[src/rtl/bfq_pkg.sv]
// Shared types, codes and constants of the bounded FIFO queue.
package bfq_pkg;

	localparam int STORE_DEPTH_DEF = 64;
	localparam int DATA_W          = 32;
	localparam int CAP_W           = 7;
	localparam int SPACE_W         = 7;

	localparam logic [1:0] REQ_ENQUEUE = 2'd0;
	localparam logic [1:0] REQ_DEQUEUE = 2'd1;
	localparam logic [1:0] REQ_PEEK    = 2'd2;

	localparam logic [1:0] ST_OK    = 2'd0;
	localparam logic [1:0] ST_FULL  = 2'd1;
	localparam logic [1:0] ST_EMPTY = 2'd2;

	typedef struct packed {
		logic [1:0]        req_type;
		logic [DATA_W-1:0] data_in;
	} in_item_t;

	typedef struct packed {
		logic [1:0]         status;
		logic [DATA_W-1:0]  data_out;
		logic               is_empty;
		logic [SPACE_W-1:0] free_space;
		logic               is_unlimited;
	} out_item_t;

	typedef enum logic {
		ST_IDLE,
		ST_EXEC
	} ctrl_state_t;

	typedef struct packed {
		logic load;
		logic commit;
	} ctrl_cmd_t;

	typedef struct packed {
		logic out_ready;
	} dp_status_t;

endpackage

[src/rtl/bfq_ctrl.sv]
// Controller state machine that sequences one request at a time.
module bfq_ctrl (
	input  logic                clk,
	input  logic                arst_n,
	input  logic                in_valid,
	output logic                in_stall,
	input  bfq_pkg::dp_status_t sts,
	output bfq_pkg::ctrl_cmd_t  cmd
);

	bfq_pkg::ctrl_state_t state_q;
	bfq_pkg::ctrl_state_t state_next;

	always_ff @(posedge clk or negedge arst_n) begin
		if (!arst_n) begin
			state_q <= bfq_pkg::ST_IDLE;
		end else begin
			state_q <= state_next;
		end
	end

	always_comb begin
		state_next = state_q;
		case (state_q)
			bfq_pkg::ST_IDLE: begin
				if (in_valid) begin
					state_next = bfq_pkg::ST_EXEC;
				end
			end
			bfq_pkg::ST_EXEC: begin
				if (sts.out_ready) begin
					state_next = bfq_pkg::ST_IDLE;
				end
			end
			default: begin
				state_next = bfq_pkg::ST_IDLE;
			end
		endcase
	end

	always_comb begin
		in_stall   = 1'b1;
		cmd.load   = 1'b0;
		cmd.commit = 1'b0;
		case (state_q)
			bfq_pkg::ST_IDLE: begin
				in_stall = 1'b0;
				cmd.load = in_valid;
			end
			bfq_pkg::ST_EXEC: begin
				cmd.commit = sts.out_ready;
			end
			default: begin
				in_stall = 1'b1;
			end
		endcase
	end

endmodule

[src/rtl/bfq_datapath.sv]
// Datapath: word memory, pointers, fill count, limit register and result register.
module bfq_datapath #(
	parameter int STORE_DEPTH = bfq_pkg::STORE_DEPTH_DEF
) (
	input  logic                          clk,
	input  logic                          arst_n,
	input  bfq_pkg::in_item_t             in_item,
	input  logic                          cfg_we,
	input  logic [bfq_pkg::CAP_W-1:0]     cfg_data,
	input  bfq_pkg::ctrl_cmd_t            cmd,
	output bfq_pkg::dp_status_t           sts,
	output logic                          out_valid,
	input  logic                          out_stall,
	output bfq_pkg::out_item_t            out_item
);

	localparam int PTR_W = (STORE_DEPTH > 1) ? $clog2(STORE_DEPTH) : 1;
	localparam int CNT_W = $clog2(STORE_DEPTH + 1);
	localparam int LIM_W = (CNT_W > bfq_pkg::CAP_W) ? CNT_W : bfq_pkg::CAP_W;

	logic [bfq_pkg::DATA_W-1:0] mem [STORE_DEPTH];

	logic [bfq_pkg::CAP_W-1:0]  cap_q;
	logic [PTR_W-1:0]           rd_ptr_q;
	logic [PTR_W-1:0]           wr_ptr_q;
	logic [CNT_W-1:0]           cnt_q;
	logic [1:0]                 req_q;
	logic [bfq_pkg::DATA_W-1:0] data_q;
	logic [bfq_pkg::DATA_W-1:0] rd_data_q;
	logic                       out_valid_q;
	bfq_pkg::out_item_t         out_q;

	logic [LIM_W-1:0]           limit;
	logic [LIM_W-1:0]           cnt_ext;
	logic                       do_enq;
	logic                       do_deq;
	logic [CNT_W-1:0]           cnt_next;
	logic [LIM_W-1:0]           space;
	bfq_pkg::out_item_t         result;

	always_comb begin
		if (cap_q == '0 || LIM_W'(cap_q) > LIM_W'(STORE_DEPTH)) begin
			limit = LIM_W'(STORE_DEPTH);
		end else begin
			limit = LIM_W'(cap_q);
		end
	end

	assign cnt_ext = LIM_W'(cnt_q);

	always_comb begin
		do_enq          = 1'b0;
		do_deq          = 1'b0;
		result.status   = bfq_pkg::ST_OK;
		result.data_out = '0;
		case (req_q)
			bfq_pkg::REQ_ENQUEUE: begin
				if (cnt_ext >= limit) begin
					result.status = bfq_pkg::ST_FULL;
				end else begin
					do_enq = 1'b1;
				end
			end
			bfq_pkg::REQ_DEQUEUE, bfq_pkg::REQ_PEEK: begin
				if (cnt_q == '0) begin
					result.status = bfq_pkg::ST_EMPTY;
				end else begin
					result.data_out = rd_data_q;
					do_deq          = (req_q == bfq_pkg::REQ_DEQUEUE);
				end
			end
			default: begin
				result.status = bfq_pkg::ST_OK;
			end
		endcase

		if (do_enq) begin
			cnt_next = cnt_q + CNT_W'(1);
		end else if (do_deq) begin
			cnt_next = cnt_q - CNT_W'(1);
		end else begin
			cnt_next = cnt_q;
		end

		space = (limit > LIM_W'(cnt_next)) ? (limit - LIM_W'(cnt_next)) : '0;

		result.is_empty     = (cnt_next == '0);
		result.free_space   = space[bfq_pkg::SPACE_W-1:0];
		result.is_unlimited = (cap_q == '0);
	end

	always_ff @(posedge clk or negedge arst_n) begin
		if (!arst_n) begin
			cap_q       <= '0;
			rd_ptr_q    <= '0;
			wr_ptr_q    <= '0;
			cnt_q       <= '0;
			out_valid_q <= 1'b0;
		end else begin
			if (cfg_we) begin
				cap_q <= cfg_data;
			end
			if (cmd.commit) begin
				cnt_q <= cnt_next;
				if (do_enq) begin
					wr_ptr_q <= (wr_ptr_q == PTR_W'(STORE_DEPTH - 1)) ? '0
					            : wr_ptr_q + PTR_W'(1);
				end
				if (do_deq) begin
					rd_ptr_q <= (rd_ptr_q == PTR_W'(STORE_DEPTH - 1)) ? '0
					            : rd_ptr_q + PTR_W'(1);
				end
				out_valid_q <= 1'b1;
			end else if (!out_stall) begin
				out_valid_q <= 1'b0;
			end
		end
	end

	// The head word is read every cycle; it is settled by the time a request executes.
	always_ff @(posedge clk) begin
		rd_data_q <= mem[rd_ptr_q];
		if (cmd.commit && do_enq) begin
			mem[wr_ptr_q] <= data_q;
		end
	end

	always_ff @(posedge clk) begin
		if (cmd.load) begin
			req_q  <= in_item.req_type;
			data_q <= in_item.data_in;
		end
		if (cmd.commit) begin
			out_q <= result;
		end
	end

	assign sts.out_ready = !out_valid_q || !out_stall;
	assign out_valid     = out_valid_q;
	assign out_item      = out_q;

endmodule

[src/rtl/bounded_fifo_queue_core.sv]
// Top level of the bounded FIFO queue with a programmable capacity limit.
//
//   Channel   Direction  Handshake            Payload
//   in        input      in_valid / in_stall  in_item  (req_type, data_in)
//   out       output     out_valid/out_stall  out_item (status, data_out, flags, space)
//   cfg       input      cfg_we               cfg_data (capacity_limit)
//
// Each request takes two steps: one to take the transaction in and one to execute it
// against the registered read of the word memory's head entry.
// A new request is taken while the previous result still waits in the output register.
// A stall on the output holds execution until the result register frees up.
// Reset clears the pointers, the fill count, the limit and the handshake state;
// the word memory is not cleared and needs no clearing pass.
module bounded_fifo_queue_core #(
	parameter int STORE_DEPTH = bfq_pkg::STORE_DEPTH_DEF
) (
	input  logic                      clk,
	input  logic                      arst_n,
	input  logic                      in_valid,
	output logic                      in_stall,
	input  bfq_pkg::in_item_t         in_item,
	output logic                      out_valid,
	input  logic                      out_stall,
	output bfq_pkg::out_item_t        out_item,
	input  logic                      cfg_we,
	input  logic [bfq_pkg::CAP_W-1:0] cfg_data
);

	bfq_pkg::ctrl_cmd_t  cmd;
	bfq_pkg::dp_status_t sts;

	bfq_ctrl u_ctrl (
		.clk      (clk),
		.arst_n   (arst_n),
		.in_valid (in_valid),
		.in_stall (in_stall),
		.sts      (sts),
		.cmd      (cmd)
	);

	bfq_datapath #(
		.STORE_DEPTH (STORE_DEPTH)
	) u_datapath (
		.clk       (clk),
		.arst_n    (arst_n),
		.in_item   (in_item),
		.cfg_we    (cfg_we),
		.cfg_data  (cfg_data),
		.cmd       (cmd),
		.sts       (sts),
		.out_valid (out_valid),
		.out_stall (out_stall),
		.out_item  (out_item)
	);

endmodule
[config.mk]
export PLATFORM = sky130hd
export DESIGN_NAME = bounded_fifo_queue_core
export DESIGN_NICKNAME = d
export VERILOG_FILES = /design/src/rtl/bfq_pkg.sv /design/src/rtl/bfq_ctrl.sv /design/src/rtl/bfq_datapath.sv /design/src/rtl/bounded_fifo_queue_core.sv
export SDC_FILE = /design/constraint.sdc
export NUM_CORES = 2
export LEC_CHECK = 0
export ABC_AREA = 0
export BUFFER_PORTS_ARGS = -buffer_cell sky130_fd_sc_hd__buf_2
export CAP_MARGIN = 20
export CELL_PAD_IN_SITES_DETAIL_PLACEMENT = 1
export CELL_PAD_IN_SITES_GLOBAL_PLACEMENT = 2
export CORE_ASPECT_RATIO = 0.8
export CORE_MARGIN = 2
export CORE_UTILIZATION = 41
export CTS_CLUSTER_SIZE = 10
export DETAILED_ROUTE_END_ITERATION = 8
export MAX_ROUTING_LAYER = met4
export PLACE_DENSITY_LB_ADDON = 0.12
export SYNTH_ARGS = -nofsm -noshare
export SYNTH_HDL_FRONTEND = slang
export SYNTH_SLANG_ARGS = --single-unit
[constraint.sdc]
create_clock -name clk -period 8.85 [get_ports clk]
set_clock_uncertainty 0.15 [all_clocks]
set_input_delay 1.77 -clock clk [delete_from_list [all_inputs] [get_ports clk]]
set_output_delay 1.77 -clock clk [all_outputs]
set_load 0.05 [all_outputs]
=== Word-level counts from Yosys, hierarchy flattened ===
Memories as Yosys holds them, arrays and structs flattened. A register that Yosys moved wholly into a read port is not among the register bits.
Cells that the tools add are included.

* Bitwise operators: 2
* $add $sub $neg: 5
* Muxes and demuxes: 22
* Reductions and logical operators: 13
* Equality and inequality tests: 5
* Order comparisons: 3

{| class="wikitable"
|+ Operator list
! cell !! count
|-
| 7-bit zero test || 3
|-
| 7-bit two-way mux || 3
|-
| 1-bit two-way mux || 14
|-
| 6-bit by 1-bit adder with 6-bit output (second input constant) || 2
|-
| 6-bit == test (second input constant) || 2
|-
| 6-bit two-way mux || 2
|-
| 7-bit by 1-bit adder with 7-bit output (second input constant) || 1
|-
| 7-bit greater-or-equal comparator || 1
|-
| 7-bit > comparator || 1
|-
| 7-bit > comparator (second input constant) || 1
|-
| 7-bit by 1-bit subtractor with 7-bit output (second input constant) || 1
|-
| 7-bit subtractor || 1
|-
| 2-bit one-hot mux with 2 select lines || 1
|-
| 2-bit AND reduction || 2
|-
| 2-bit OR reduction || 2
|-
| 2-bit by 1-bit == test with 1-bit output (second input constant) || 1
|-
| 2-bit == test (second input constant) || 1
|-
| 1-bit zero test || 2
|-
| 2-bit zero test || 1
|-
| 1-bit logical OR || 2
|-
| 2-bit two-way mux || 1
|-
| 2-bit by 1-bit inequality test with 1-bit output (second input constant) || 1
|-
| 1-bit NOT || 2
|-
| 1-bit one-hot mux with 2 select lines || 1
|-
| 1-bit logical AND || 1
|}

* Memories: 1
* RAM bits: 2048
* Output and inout bits: 45
* Bits in registers: 105
* Bits of input ports: 46

{| class="wikitable"
|+ Memories
! name !! words !! bits a word !! read ports !! clocked after memory_dff !! write ports !! line !! text
|-
| u_datapath.mem || 64 || 32 || 1 || 1 || 1 || bfq_datapath.sv:21 || <nowiki>logic [bfq_pkg::DATA_W-1:0] mem [STORE_DEPTH];</nowiki>
|}

=== Logic depth before layout (Yosys ltp) ===
* Word-level depth: 9
* Gate-level depth with buffers: 19
* Mapped depth without buffers: 19

=== By module ===
A second synthesis with hierarchy kept.

* Cells, all modules: 3346
* Area, all modules: 83015.9 um^2

{| class="wikitable"
|+ Modules (own cells, without submodules)
! module !! area an instance (um^2) !! seq. area each (um^2) !! instances !! cells an instance
|-
| bfq_datapath || 82963.3 || 65127.5 || 1 || 3341
|-
| bfq_ctrl || 52.6 || 25.0 || 1 || 5
|}

=== Least setup slack after synthesis ===
No wires, ideal clock.

* Path kind: in2reg
* Start point: input out_stall
* End point: memory u_datapath.mem[62][0] in the netlist's numbering (enable)
* Buffers on the path: 1
* Cell stages on the path: 8
* Setup slack: 3138 ps
* Arrival time: 5141 ps
* Setup time: 421 ps
* Cell sequence: nand2_1 -> nand2_1 -> clkbuf_1 -> inv_1 -> nand2_1 -> nor2_1 -> nand3_1 -> nor2_1

{| class="wikitable"
|+ RTL lines
! item !! line !! text
|-
| start: declaration || bounded_fifo_queue_core.sv:23 || <nowiki>input logic out_stall,</nowiki>
|-
| end: declaration || bfq_datapath.sv:21 ||
|}

=== Worst setup path after layout ===
* Start point: register u_datapath.cap_q[6] in the netlist's numbering
* End point: register u_datapath.out_q, in the netlist u_datapath.out_item[5], data pin

* Cells in the longest elaborated chain, start to end: 8

{| class="wikitable"
|+ Ends and longest elaborated chain
! item !! line !! text
|-
| start: declaration || bfq_datapath.sv:23 || <nowiki>logic [bfq_pkg::CAP_W-1:0] cap_q;</nowiki>
|-
| start signal: assignment || bfq_datapath.sv:101 || <nowiki>cap_q <= cfg_data;</nowiki>
|-
| 7-bit > comparator / 7-bit zero test (equally long branches) || bfq_datapath.sv:42 || <nowiki>if (cap_q == '0 || LIM_W'(cap_q) > LIM_W'(STORE_DEPTH)) begin</nowiki>
|-
| 1-bit logical OR || bfq_datapath.sv:42 ||
|-
| 7-bit two-way mux (*) || bfq_datapath.sv:42 ||
|-
| 7-bit greater-or-equal comparator || bfq_datapath.sv:58 || <nowiki>if (cnt_ext >= limit) begin</nowiki>
|-
| 1-bit two-way mux || bfq_datapath.sv:58 ||
|-
| 1-bit two-way mux || bfq_datapath.sv:56 || <nowiki>case (req_q)</nowiki>
|-
| 7-bit two-way mux || bfq_datapath.sv:77 || <nowiki>if (do_enq) begin</nowiki>
|-
| 7-bit subtractor / 7-bit > comparator (equally long branches) || bfq_datapath.sv:85 || <nowiki>space = (limit > LIM_W'(cnt_next)) ? (limit - LIM_W'(cnt_next)) : '0;</nowiki>
|-
| end signal: assignment || bfq_datapath.sv:134 || <nowiki>out_q <= result;</nowiki>
|-
| end: declaration || bfq_datapath.sv:31 || <nowiki>bfq_pkg::out_item_t out_q;</nowiki>
|}

Mark *: on every way between the ends. The rest lies on a longest branch, timed or not.
A chain may end at the register's enable or synchronous reset.

==> metrics.yaml <==
timing:
  setup_viol: 0
  tightest_slew_ns: 1.222
  hold_violations: 0
  period_minus_slack_ns: 5.452
  fin_setup_tns_ns: 0
  rsz0062_at_grt: "no"
  max_freq_mhz: 183.4
  timing.hold.ws_ns: 0.3501
  slew_headroom_pct: 18.55
  fin_crit_sh_pct: 61.61
  drv_slew: 0
  setup_ws_ns: 3.398
clocking:
  root_buffer: "clkbuf_16"
  cts_max_path_buffers: 3
  ctsHoldBuffers: 0
  cts_setup_buffers: 0
  cts_tree: "done"
  clkSinkCount: 2185
  htree_levels: 4
  cts_resized: 0
  clk_pin_slew_worst_paths_ns: 0.06
  cts_made_buffers: 238
  clk_latency_ns: 0.85
die:
  rows: 147
  initial_core_util_pct: 41.29
  pin_count: 91
  core_area_um2: 201000
  die_h_um: 406.5
  die_w_um: 507.1
  dieArea_um2: 206100
drt:
  wl_per_cell_um: 36.22
  ant_nets: 0
  wl_um: 231500
  drt_pass1_iterations: 5
  dr_total_vias: 37810
  drc: 0
  viasPerCell: 5.917
  drtIter0Drc: 5235
pwr:
  pwr-share-comb_pct: 27.0
  power_frac_seq_pct: 42.8
  swShare_pct: 31.21
  p_clk_share_pct: 30.2
  p_total_mw: 28.90
  p_int_mw: 19.88
  p_sw_mw: 9.020
  peakVddDrop_mv: 0.2750
  p_leak_nw: 28.64
  power.density_nw_per_um2: 305.9
cells_and_area:
  fill_cells: 17410
  finalNonFillerCells: 6391
  regArea_um2: 65170
  final_nets: 3673
  multiInputGateArea_um2: 17580
  final_design_area_no_fill_um2: 94480
  layout-drive-gt1-share_pct: 32.83
  area_delta_synth_final_pct: 13.81
  utilization_pct: 47.00
setup_path:
  cp_slowest_cell: "a21oi_2"
  start_kind: "flip-flop"
  path_buf_inv: 1
  end_kind: "flip-flop"
  crit_path_max_fanout: 10
  worstPathArrival_ns: 5.88
  worstReg2RegStart: "u_datapath.cap_q[6]"
  critical_path.cell_chain: "nor2b_1 -> inv_1 -> ha_1 -> a41oi_1 -> o211ai_1 -> a21oi_2 -> a211oi_1 -> or3_1 -> ha_1 -> nor2b_1 -> o21ai_0 -> a21boi_0 -> o21ai_0 -> nand3_1 -> a311oi_4 -> nor3_1"
  critPathTopFamily: "compound AO/OA/AOI/OAI gates"
  worstSetupStartpoint: "u_datapath.cap_q[6]"
  path_class: "reg -> reg"
  required_ns: 9.28
  max_stage_delay_ns: 0.53
placed_design:
  dp.cells: 6018
  pre_cts_ws_ns: 3.076
  hpwlAfterDp_um: 139100
  dpl-instance-area_um2: 87270
  gp_congestion: 0.8322
  io_buffers: 90
yosys:
  synth-seq-cells: 2185
  synthCells: 3342
  avgSynthCellArea_um2: 24.84
  mappedNetlistArea_um2: 83020
  synth_flop_cell: "edfxtp_1"
  syn_nets: 3410
  synth_edf_count: 2125
  yosysSeqAreaShare_pct: 78.48
  async_flop_share_pct: 1.281
  yosysWarningCount: 0
  ys_types: 58
min_path:
  worstHoldPathType: "reg -> reg"
  min_from: "u_datapath.rd_data_q[17]"
run_status:
  status: "finished clean"
global_routing:
  grt_pass1_vias: 38200
  antenna_found_initial: 56
  grt_pass1_wl_um: 318800
  grt_overflow: 0
  grt_max_degree: 154
  grt_usage_pct: 23.32
run:
  cap_viol_max_count: 0
[registers in the layout, summed over array words and instances, names as in the netlist, 2 cells and up]
signal / flops
u_datapath.cap_q: 7
u_datapath.out_item: 43
u_datapath.rd_data_q: 32
u_datapath.cnt_ext: 7
u_datapath.rd_ptr_q: 6
u_datapath.req_q: 2
u_datapath.data_q: 32
u_datapath.mem: 2048
u_datapath.wr_ptr_q: 6
[cells in the final DEF, fill, tap and decap left out, types with 22 or more instances in the layout]
| master | count |
|---|---|
| and2_1 | 33 |
| clkbuf_16 | 240 |
| nor2_4 | 64 |
| mux4_2 | 672 |
| edfxtp_1 | 2125 |
| nand2_1 | 23 |
| buf_4 | 63 |
| buf_12 | 33 |
| dfrtp_1 | 22 |
| clkbuf_1 | 70 |
| buf_2 | 90 |
| dfxtp_1 | 32 |
[worst register-to-register path: cells and delay by family, from the launching register on]
| kind | cells | cell delay [ns] |
|---|---|---|
| and+or+nand+nor | 5 | 1.30 |
| DFF | 1 | 0.46 |
| AOI/OAI and AO/OA | 8 | 2.45 |
| adders and majority gates | 2 | 0.65 |
| buffers and inverters | 1 | 0.16 |
[layout make-up]
type	instances	share of cell area (%)
multi-input cells	971	18.60
inverters	18	0.07151
repair buffers	191	1.822
well taps	2682	3.552
clock buffers	310	6.635
diodes	20	0.05297
flip-flops and latches	2185	68.98
clock inverters	14	0.2861
[Yosys cell counts, types with 2 or more instances]
master    instances  area [um2]
edfxtp_1       2125       63810
mux4_2          672       15130
clkbuf_1         94       352.8
nor2_1           85       319.1
buf_2            39       195.2
and2_1           33       206.5
dfxtp_1          32       640.6
buf_1            29       108.9
dfrtp_1          28       700.7
nand2_1          23       86.33
ha_1             21       262.8
inv_1            18       67.56
o21ai_0          13       65.06
mux2_2           11       123.9
nand2b_1          9       56.30
nor2b_1           9       56.30
nand3_1           8       40.04
xnor2_1           8       70.07
xor2_1            8       70.07
a21oi_1           7       35.03
nand3b_1          5       37.54
or3_1             5       31.28
nand4_1           4       25.02
nor3_1            4       20.02
and3_1            3       18.77
buf_4             3       22.52
buf_6             3       33.78
nor3b_1           3       22.52
o31ai_1           3       22.52
a21boi_0          2       15.01
a21o_1            2       15.01
a31oi_1           2       12.51
a32oi_1           2       17.52
and4_1            2       17.52
mux2i_1           2       20.02
nand4b_1          2       17.52
nor4_1            2       12.51
[power groups by stage]
| stage | clock, mW | sequential (mW) | combinational [mW] |
|---|---|---|---|
| after floorplan | 0 | 12.9 | 4.21 |
| after global placement | 0 | 12.6 | 7.73 |
| after detailed placement | 0 | 12.6 | 7.85 |
| after CTS | 8.91 | 12.4 | 7.87 |
| after global routing | 9.27 | 12.4 | 8.15 |
| final | 8.73 | 12.4 | 7.80 |
[logic make-up after synthesis]
logic type	synth area share [%]
flops	78.48
mux	18.40
simple gates	1.233
buf+inv	0.9405
compound gates	0.3708
fa+ha+maj	0.3542
xor+xnor	0.2155
[layer usage]
metal	GRT usage (%)	routed length [um]	vias up
li1	-	-	14910
met1	37.01	108400	20970
met2	31.35	98750	1677
met3	4.521	20490	255
met4	4.425	3779	0
met5	-	0	-
[worst paths after layout]
path	to	slack (ns)	depth (start not counted)
setup / recovery	u_datapath.out_item[5]	3.40	16
hold reg to reg	u_datapath.out_item[26]	0.35	1
hold / removal	u_datapath.out_item[26]	0.35	1
setup reg to reg	u_datapath.out_item[5]	3.40	16
max in group asynchronous	u_datapath.rd_ptr_q[1]	7.01	1
min in group asynchronous	u_datapath.cap_q[0]	0.87	1
Power figures use the tool's default switching activity.
